--- src/hdl/rpi_pkg.sv ---
`timescale 1ns / 1ps
// ----------------------------------------------------------------------------
// Ray and plane intersection package
// Shared widths, constants and transaction structures for the intersection
// pipeline and its divider chain.
// ----------------------------------------------------------------------------
package rpi_pkg;

   // Fixed-point format and field widths.
   localparam int FRAC_BITS = 16;
   localparam int WORD_W    = 32;
   localparam int TAG_W     = 16;
   localparam int EPS_W     = WORD_W - 1;

   // Internal arithmetic widths.
   localparam int PROD_W    = 2 * WORD_W;
   localparam int SUM_W     = PROD_W + 2;
   localparam int MAG_W     = PROD_W + 1;
   localparam int NUM_W     = MAG_W + FRAC_BITS;
   localparam int QBITS     = WORD_W - 1;
   localparam int HIGH_W    = NUM_W - QBITS;
   localparam int REM_W     = MAG_W + 1;
   localparam int DIV_CELLS = QBITS;

   // Stream packing.
   localparam int REQ_W     = 10 * WORD_W + TAG_W;
   localparam int RSP_USED  = 1 + 4 * WORD_W + TAG_W;
   localparam int RSP_W     = ((RSP_USED + 7) / 8) * 8;

   // Largest positive ray parameter.
   localparam logic [QBITS-1:0] T_MAX = {QBITS{1'b1}};

   typedef logic signed [WORD_W-1:0] word_type;

   // Ray data that rides along with every transaction.
   typedef struct packed {
      logic signed [WORD_W-1:0] eye_x;
      logic signed [WORD_W-1:0] eye_y;
      logic signed [WORD_W-1:0] eye_z;
      logic signed [WORD_W-1:0] dir_x;
      logic signed [WORD_W-1:0] dir_y;
      logic signed [WORD_W-1:0] dir_z;
      logic [TAG_W-1:0]         tag;
      logic                     live;
   } ray_type;

   // State handed from one divider cell to the next.
   typedef struct packed {
      logic [REM_W-1:0] rem;
      logic [MAG_W-1:0] den;
      logic [QBITS-1:0] nlow;
      logic [QBITS-1:0] quo;
      logic             sat;
      ray_type          ray;
   } div_type;

endpackage

--- src/hdl/rpi_div_cell.sv ---
`timescale 1ns / 1ps
// ----------------------------------------------------------------------------
// Divider cell
// One restoring division step: shifts in the next numerator bit, subtracts
// the denominator when it fits and appends one quotient bit.
// ----------------------------------------------------------------------------
module rpi_div_cell
   import rpi_pkg::*;
(
   input  logic    clock,
   input  logic    reset,
   input  logic    in_valid,
   output logic    in_ready,
   input  div_type in_data,
   output logic    out_valid,
   input  logic    out_ready,
   output div_type out_data
);

   logic             valid_ff;
   div_type          data_ff, data_in;
   logic [REM_W-1:0] rem_sh, den_w;
   logic             fits;

   assign in_ready = !valid_ff || out_ready;

   // Trial subtraction of the denominator.
   always_comb begin
      rem_sh       = {in_data.rem[REM_W-2:0], in_data.nlow[QBITS-1]};
      den_w        = REM_W'(in_data.den);
      fits         = rem_sh >= den_w;
      data_in      = in_data;
      data_in.rem  = fits ? rem_sh - den_w : rem_sh;
      data_in.nlow = {in_data.nlow[QBITS-2:0], 1'b0};
      data_in.quo  = {in_data.quo[QBITS-2:0], fits};
   end

   always_ff @(posedge clock) begin
      if (reset) begin
         valid_ff <= 1'b0;
      end else if (in_ready) begin
         valid_ff <= in_valid;
      end
   end

   always_ff @(posedge clock) begin
      if (in_ready) data_ff <= data_in;
   end

   assign out_valid = valid_ff;
   assign out_data  = data_ff;

endmodule

--- config.mk ---
export PLATFORM = sky130hd
export DESIGN_NAME = rpi_div_cell
export DESIGN_NICKNAME = d
export VERILOG_FILES = /design/src/hdl/rpi_pkg.sv /design/src/hdl/rpi_div_cell.sv
export SDC_FILE = /design/constraint.sdc
export NUM_CORES = 1
export LEC_CHECK = 0
export ABC_AREA = 1
export BUFFER_PORTS_ARGS = -buffer_cell sky130_fd_sc_hd__buf_4
export CAP_MARGIN = 20
export CORE_AREA = 2 2 313 315
export CTS_CLUSTER_DIAMETER = 150
export DETAILED_ROUTE_END_ITERATION = 16
export DIE_AREA = 0 0 315 317
export GPL_ROUTABILITY_DRIVEN = 1
export PLACE_DENSITY_LB_ADDON = 0.2
export SYNTH_ARGS = -nofsm -noshare
export SYNTH_HDL_FRONTEND = slang
export SYNTH_SLANG_ARGS = --single-unit
--- constraint.sdc ---
create_clock -name clock -period 13.5 [get_ports clock]
set_clock_uncertainty 0.1 [all_clocks]
set_input_delay 2.025 -clock clock [delete_from_list [all_inputs] [get_ports clock]]
set_output_delay 2.025 -clock clock [all_outputs]
set_load 0.01 [all_outputs]
## Word-level counts from Yosys, hierarchy flattened

Index checks and enable logic that the tools add are counted.

| cells by class | value |
|---|---|
| $add $sub $neg | 1 |
| $lt $le $gt $ge | 1 |
| muxes and demuxes | 1 |
| reductions and logical operators | 2 |

Operators by type and width:

| kind | number |
|---|---|
| greater-or-equal comparator 66 x 65 -> 1 bit | 1 |
| 2-to-1 mux 66 bit | 1 |
| subtractor 66 x 65 -> 66 bit | 1 |
| logical NOT 1 bit | 1 |
| logical OR 1 bit | 1 |

| word-level totals | value |
|---|---|
| register bits after elaboration | 403 |
| input port bits | 407 |
| output and inout bits | 405 |
| logic and storage cells | 19 |

## Logic depth before layout (Yosys ltp)

Gate-level depths: netlist of the first run.

| logic depth | value |
|---|---|
| depth in word-level cells | 2 |
| depth in mapped cells | 20 |

## Least setup slack after synthesis of the first run

OpenSTA, ideal clock, no wires.

| timing | value |
|---|---|
| path kind | in2out |
| from | input out_ready |
| to | output in_ready |
| arrival | 10.578 ns |
| data required time | 11.375 ns |
| slack | 0.797 ns |
| stages on the path | 2 |
| path buffers | 0 |
| cells stage by stage | inv_1 nand2_1 |

| on the way | value |
|---|---|
| cells in the longest elaborated chain, start to end | 1 |

RTL lines:

| element | line | RTL |
|---|---|---|
| start: declaration | rpi_div_cell.sv:16 | `input logic out_ready,` |
| logical OR 1 bit | rpi_div_cell.sv:25 | `assign in_ready = !valid_ff \|\| out_ready;` |
| end: declaration | rpi_div_cell.sv:13 | `output logic in_ready,` |

No other way between the ends.

## Worst setup path in the final report of the first run

Same ends and word-level chain as after synthesis.

==> metrics, run 1 <==
run status completed; Max H-tree Level 2; Reg2Reg Launch Point out_valid; slack of the worst reg-to-reg path 9.75 ns; largest net degree at the start of global routing 81; Setup Crit Path Kind input port to output pin; setup TNS 0 ns; number of setup violations in the final report 0; Worst-path clk slew 0.05 ns; post-cts sizing count 0; Worst EP required 11.38 ns; R2R depth 4; Residual DRC 0; initial antenna violation count 31; sequential power share 41.7%; hold_buf cts 0; Max IR drop VDD 88.2 uV; clock share of power 37.9%; Hold Vio Cnt, Final 0; Crit Path Max Fanout 43; Worst Setup EP in_ready; vias in the first global route 16,900; HPWL Detailed 87,800 um; CP startpoint out_ready; Area Overhead vs Synth 47.7%; Logic pwr share 20.5%; RSZ-0062 raised after global routing no; Post-Synthesis Cells 1,983; die area 99,900 um2; Netlist Area Pre-Place 19,400 um2; Cell Int Power 0.00262 W; die width 315 um; Critical Path AT 3.00 ns; fmax 195 MHz; GRT Total Usage 20.1%; routed wire length 104,000 um; Port Buffer Count 808; root buffer cell clkbuf_16; vias per cell 3.96; Initial DRT Pass Iterations 5; worst slack, placed 7.88 ns; RR Endpoint out_data[194]; Vias 16,500; crit start category input port; fraction of layout instances using a drive strength above 1 33.8%; worst-margin pin slew 1.07 ns; WL per Instance 25.0 um; IO Pins 812; GP Congestion 0.925; P_sw 0.00109 W; Layout Nets 3,311; Pins Over Slew Limit 0; Synth Register Bits 403; Min Clock Period, post-route 5.13 ns; Post-Syn Nets 2,456; CTS tree built; Seq/Total Area, Yosys 62.4%; CTS buffer count 51; starting density of the core 20.1%; first-pass GRT wire length 137,000 um; Post-CTS Setup Inserts 0; Net Sw Frac 29.4%; grt total ovfl 0; final antenna-violating net count 0; leakage power figure 13.9 nW; Hold Path Class flip-flop to flip-flop; Tcrit/Tclk final 38.0%; Max Root-Sink Buffers 3; pwr dens 130 nW/um2; Distinct cells, synth 36; commonest non-fill, non-tap cell in the layout buf_4; maxcap violations 0; most frequent cells in the layout buf_4, nand2_1, edfxtp_1; max_slew headroom 28.9%; clock sink count 403; Core ar. 96,300 um2; kind of end point of the critical path output pin; Final WS setup 8.37 ns; Synth warnings 0; First DRT Iteration DRCs 1,098; Die Y 317 um; row count 114; clk_lat worst skew 0.66 ns; Avg Synthesized Cell Area 9.78 um2
worst min path at each step:
stage                         end  startpoint  depth (start not counted)
finish              out_data[323]   out_valid                          1
global route        out_data[323]   out_valid                          1
detailed placement  out_data[323]   out_valid                          1
floorplan               out_valid       reset                          1
global placement    out_data[323]   out_valid                          1
CTS                 out_data[320]   out_valid                          1
cell families after synthesis:
| family | Yosys count | share of synthesized area, % |
|---|---|---|
| AO/OA/AOI/OAI | 79 | 2.23 |
| buffers and inverters | 374 | 7.90 |
| adder cells (fa/ha/maj) | 66 | 4.30 |
| XOR/XNOR | 38 | 1.72 |
| flip-flops | 403 | 62.4 |
| other | 1 | 0.0193 |
| AND/OR/NAND/NOR | 1022 | 21.5 |
power by group through the flow:
stage / clock network (W) / registers [W] / logic, W
global placement: 0 / 0.00157 / 0.000780
global route: 0.00150 / 0.00156 / 0.000831
CTS: 0.00146 / 0.00155 / 0.000781
detailed placement: 0 / 0.00157 / 0.000778
floorplan: 0 / 0.00165 / 0.000269
finish: 0.00141 / 0.00155 / 0.000759
per-layer routing:
metal | up-vias | part of all wire, % | GRT usage, %
met5 | - | 0.15 | 0
met4 | 28 | 2.6 | 5.60
met3 | 128 | 10 | 8.35
met2 | 533 | 51 | 36.1
met1 | 7777 | 36 | 21.6
li1 | 8022 | - | -
Yosys cell counts, drive strengths merged:
library cell  instances  area, um2
a21oi                56        288
and2                  3       21.3
buf                  15        184
clkinv                4       15.0
conb                  1       3.75
dfxtp                 1       20.0
edfxtp              402      12100
fa                    1       20.0
ha                   65        813
inv                 355       1330
nand2               787       3090
nand3                65        330
nand3b                5       37.5
nand4                 8       50.1
nor2                137        547
nor3                 14       70.1
nor3b                 1       7.51
nor4                  1       6.26
o21a                  1       7.51
o21ai                11       55.1
o21bai               11       82.6
or2                   1       6.26
xnor2                 1       8.76
xor2                 37        324
per-stage QoR:
stage	util, %	cells	power, W	hold WS, ns	cell area (um2)
3_3_place_gp	28.0	4061	0.00235	1.02	26900
2_1_floorplan	-	1983	0.00192	1.99	19400
5_1_grt	29.7	4155	0.00389	1.08	28600
4_1_cts	29.7	4154	0.00379	1.05	28600
3_5_place_dp	28.0	4061	0.00235	1.03	26900
6_report	29.7	4161	0.00371	1.03	28600
state kept, by name (all words and copies together) (netlist names):
register,flops
out_data,402
out_valid,1
area by class of cell:
cell class                      count  area (um2)
Inverter                          359        1350
Multi-Input combinational cell   1206        5780
Clock inverter                     35         342
Timing Repair Buffer              817        6130
Antenna cell                        7        17.5
Fill cell                       10400       67600
Tap cell                         1276        1600
Sequential cell                   403       12100
Clock buffer                       58        1320
worst max-delay path: stages:
cell and delay [ns]:
buf_4 0.11, inv_1 0.08, nand2_4 0.33, buf_4 0.34
Power figures use the tool's default switching activity.
==> run 2, diff against run 1 <==
==> constraint.sdc (replaced) <==
create_clock -name clock -period 5.25 [get_ports clock]
set_clock_uncertainty 0.1 [all_clocks]
set_input_delay 0.7875 -clock clock [delete_from_list [all_inputs] [get_ports clock]]
set_output_delay 0.7875 -clock clock [all_outputs]
set_load 0.01 [all_outputs]
==> metrics, run 2 (synthesized netlist as in run 1, its figures left out) <==
fmax 303 MHz; Initial DRT Pass Iterations 5 (unchanged); Worst EP required 5.53 ns (-5.85 ns); worst-margin pin slew 0.947 ns (-0.120 ns); crit-path cells buf_4, inv_1, ha_1, inv_1, fa_1, nand2_1, nand3_1, nand3_1, nand2_2, nand2_2, nand2_2, nand2_2, nand2_4, nand2_2, nand2_2, nand3_2, nand2_4, buf_12, nand2_1, nand2_1; pwr dens 332 nW/um2 (+160%); clock sink count 403 (unchanged); Max Root-Sink Buffers 3 (unchanged); Residual DRC 0 (unchanged); number of setup violations in the final report 0 (unchanged); Finished Layout Cells 4,166 (+0.12%); Worst Setup EP out_data[387]; initial antenna violation count 33 (+6.5%); Area Overhead vs Synth 48.0%; Hold Vio Cnt, Final 0 (unchanged); Min Clock Period, post-route 3.30 ns; Max IR drop VDD 206 uV (+130%); die width 315 um (unchanged); Port Buffer Count 808 (unchanged); Post-CTS Setup Inserts 0 (unchanged); max reg flops 402 (unchanged); die area 99,900 um2 (unchanged); Die Y 317 um (unchanged); maxcap violations 0 (unchanged); Vias 16,500 (-0.21%); fin util 29.8% (+0.064 points); grt total ovfl 0 (unchanged); vias per cell 3.95 (-0.33%); GP Congestion 0.916 (-0.99%); kind of end point of the critical path flip-flop; Pins Over Slew Limit 0 (unchanged); hold_buf cts 0 (unchanged); CP startpoint in_data[271]; Max H-tree Level 2 (unchanged); post-cts sizing count 0 (unchanged); critical path's slowest cell fa_1; max_slew headroom 36.9% (+8.0 points); commonest non-fill, non-tap cell in the layout buf_4; CTS tree built; largest net degree at the start of global routing 141 (+74%); HPWL Detailed 88,100 um (+0.35%); setup TNS 0 ns (unchanged); Layout Nets 3,309 (-0.060%); Core ar. 96,300 um2 (unchanged); WL per Instance 25.0 um (about the same); RSZ-0062 raised after global routing no; First DRT Iteration DRCs 977 (-11%); crit start category input port; Hold Path Class input port to flip-flop; leakage power figure 13.9 nW (about the same); Setup Crit Path Kind input port to flip-flop; placed insts 4,059 (-0.049%); most frequent CP cell nand2_2; row count 114 (unchanged); CTS buffer count 51 (unchanged); Reg2Reg Launch Point out_valid; clk_lat worst skew 0.62 ns (-0.04 ns); GRT Total Usage 19.9% (-0.17 points); IO Pins 812 (unchanged); vias in the first global route 16,500 (-2.2%); Critical Path AT 3.58 ns (+0.58 ns); most frequent cells in the layout buf_4, nand2_1, edfxtp_1; Tcrit/Tclk final 62.9%; final antenna-violating net count 0 (unchanged); first-pass GRT wire length 135,000 um (-1.4%); Worst-path clk slew 0.06 ns (about the same); routed wire length 104,000 um (about the same); starting density of the core 20.1% (unchanged); Largest stage delay, worst path 0.48 ns (+0.14 ns); run status completed; fraction of layout instances using a drive strength above 1 33.6% (-0.17 points); Crit Path Max Fanout 36 (-16%); RR Endpoint out_data[166]; slack of the worst reg-to-reg path 2.99 ns (-6.76 ns); R2R depth 2 (-2); root buffer cell clkbuf_16
## run 2: cell types whose count changed in the layout (fill, tap and decap cells not counted), moves of 3 or more
cell	before	now
buf_4	817	810
buf_12	0	5
diode_2	7	12
clkinv_1	16	19
clkinv_2	11	8
## run 2: final cells by class
class,instances,area [um2]
Clock buffer,59,1310
Timing Repair Buffer,815,6180
Fill cell,10300,67600
Sequential cell,403,12100
Multi-Input combinational cell,1206,5790
Antenna cell,12,30.0
Clock inverter,36,352
Inverter,359,1350
Tap cell,1276,1600
## run 2: where the power goes
group          total [W]  switching (W)  internal [W]
clock network    0.00358        0.00150       0.00208
logic            0.00197        0.00117      0.000799
registers        0.00398      0.0000934       0.00388
total            0.00952        0.00276       0.00676
## run 2: how the worst min path moves through the flow
stage / from / to / slack [ns] / depth (start not counted)
floorplan: reset / out_valid / 0.76 / 1
global placement: reset / out_valid / 0.84 / 2
detailed placement: reset / out_valid / 0.85 / 2
CTS: reset / out_valid / 0.16 / 2
global route: in_data[199] / out_data[199] / 0.19 / 1
finish: reset / out_valid / 0.22 / 2
## run 2: per-layer routing
layer / share of wire, % / GRT usage, %
met5: 0.18 / 0
met4: 2.6 / 5.39
met3: 10 / 9.39
met2: 50 / 35.0
met1: 37 / 21.4
## run 2: metrics by stage
stage / hold WS (ns) / total power (W) / setup slack (ns) / instance area, um2
after floorplan: 0.757 / 0.00489 / 0.811 / 19400
after global placement: 0.843 / 0.00606 / 1.20 / 27000
after detailed placement: 0.845 / 0.00606 / 1.28 / 27000
after CTS: 0.165 / 0.00972 / 1.95 / 28700
after global routing: 0.192 / 0.00996 / 1.76 / 28700
final: 0.216 / 0.00952 / 1.95 / 28700
## run 2: worst max-delay path: cells and delay by family
family        cells  cell delay (ns)
buf+inv           4             0.62
simple gates     14             1.51
fa+ha+maj         2             0.61
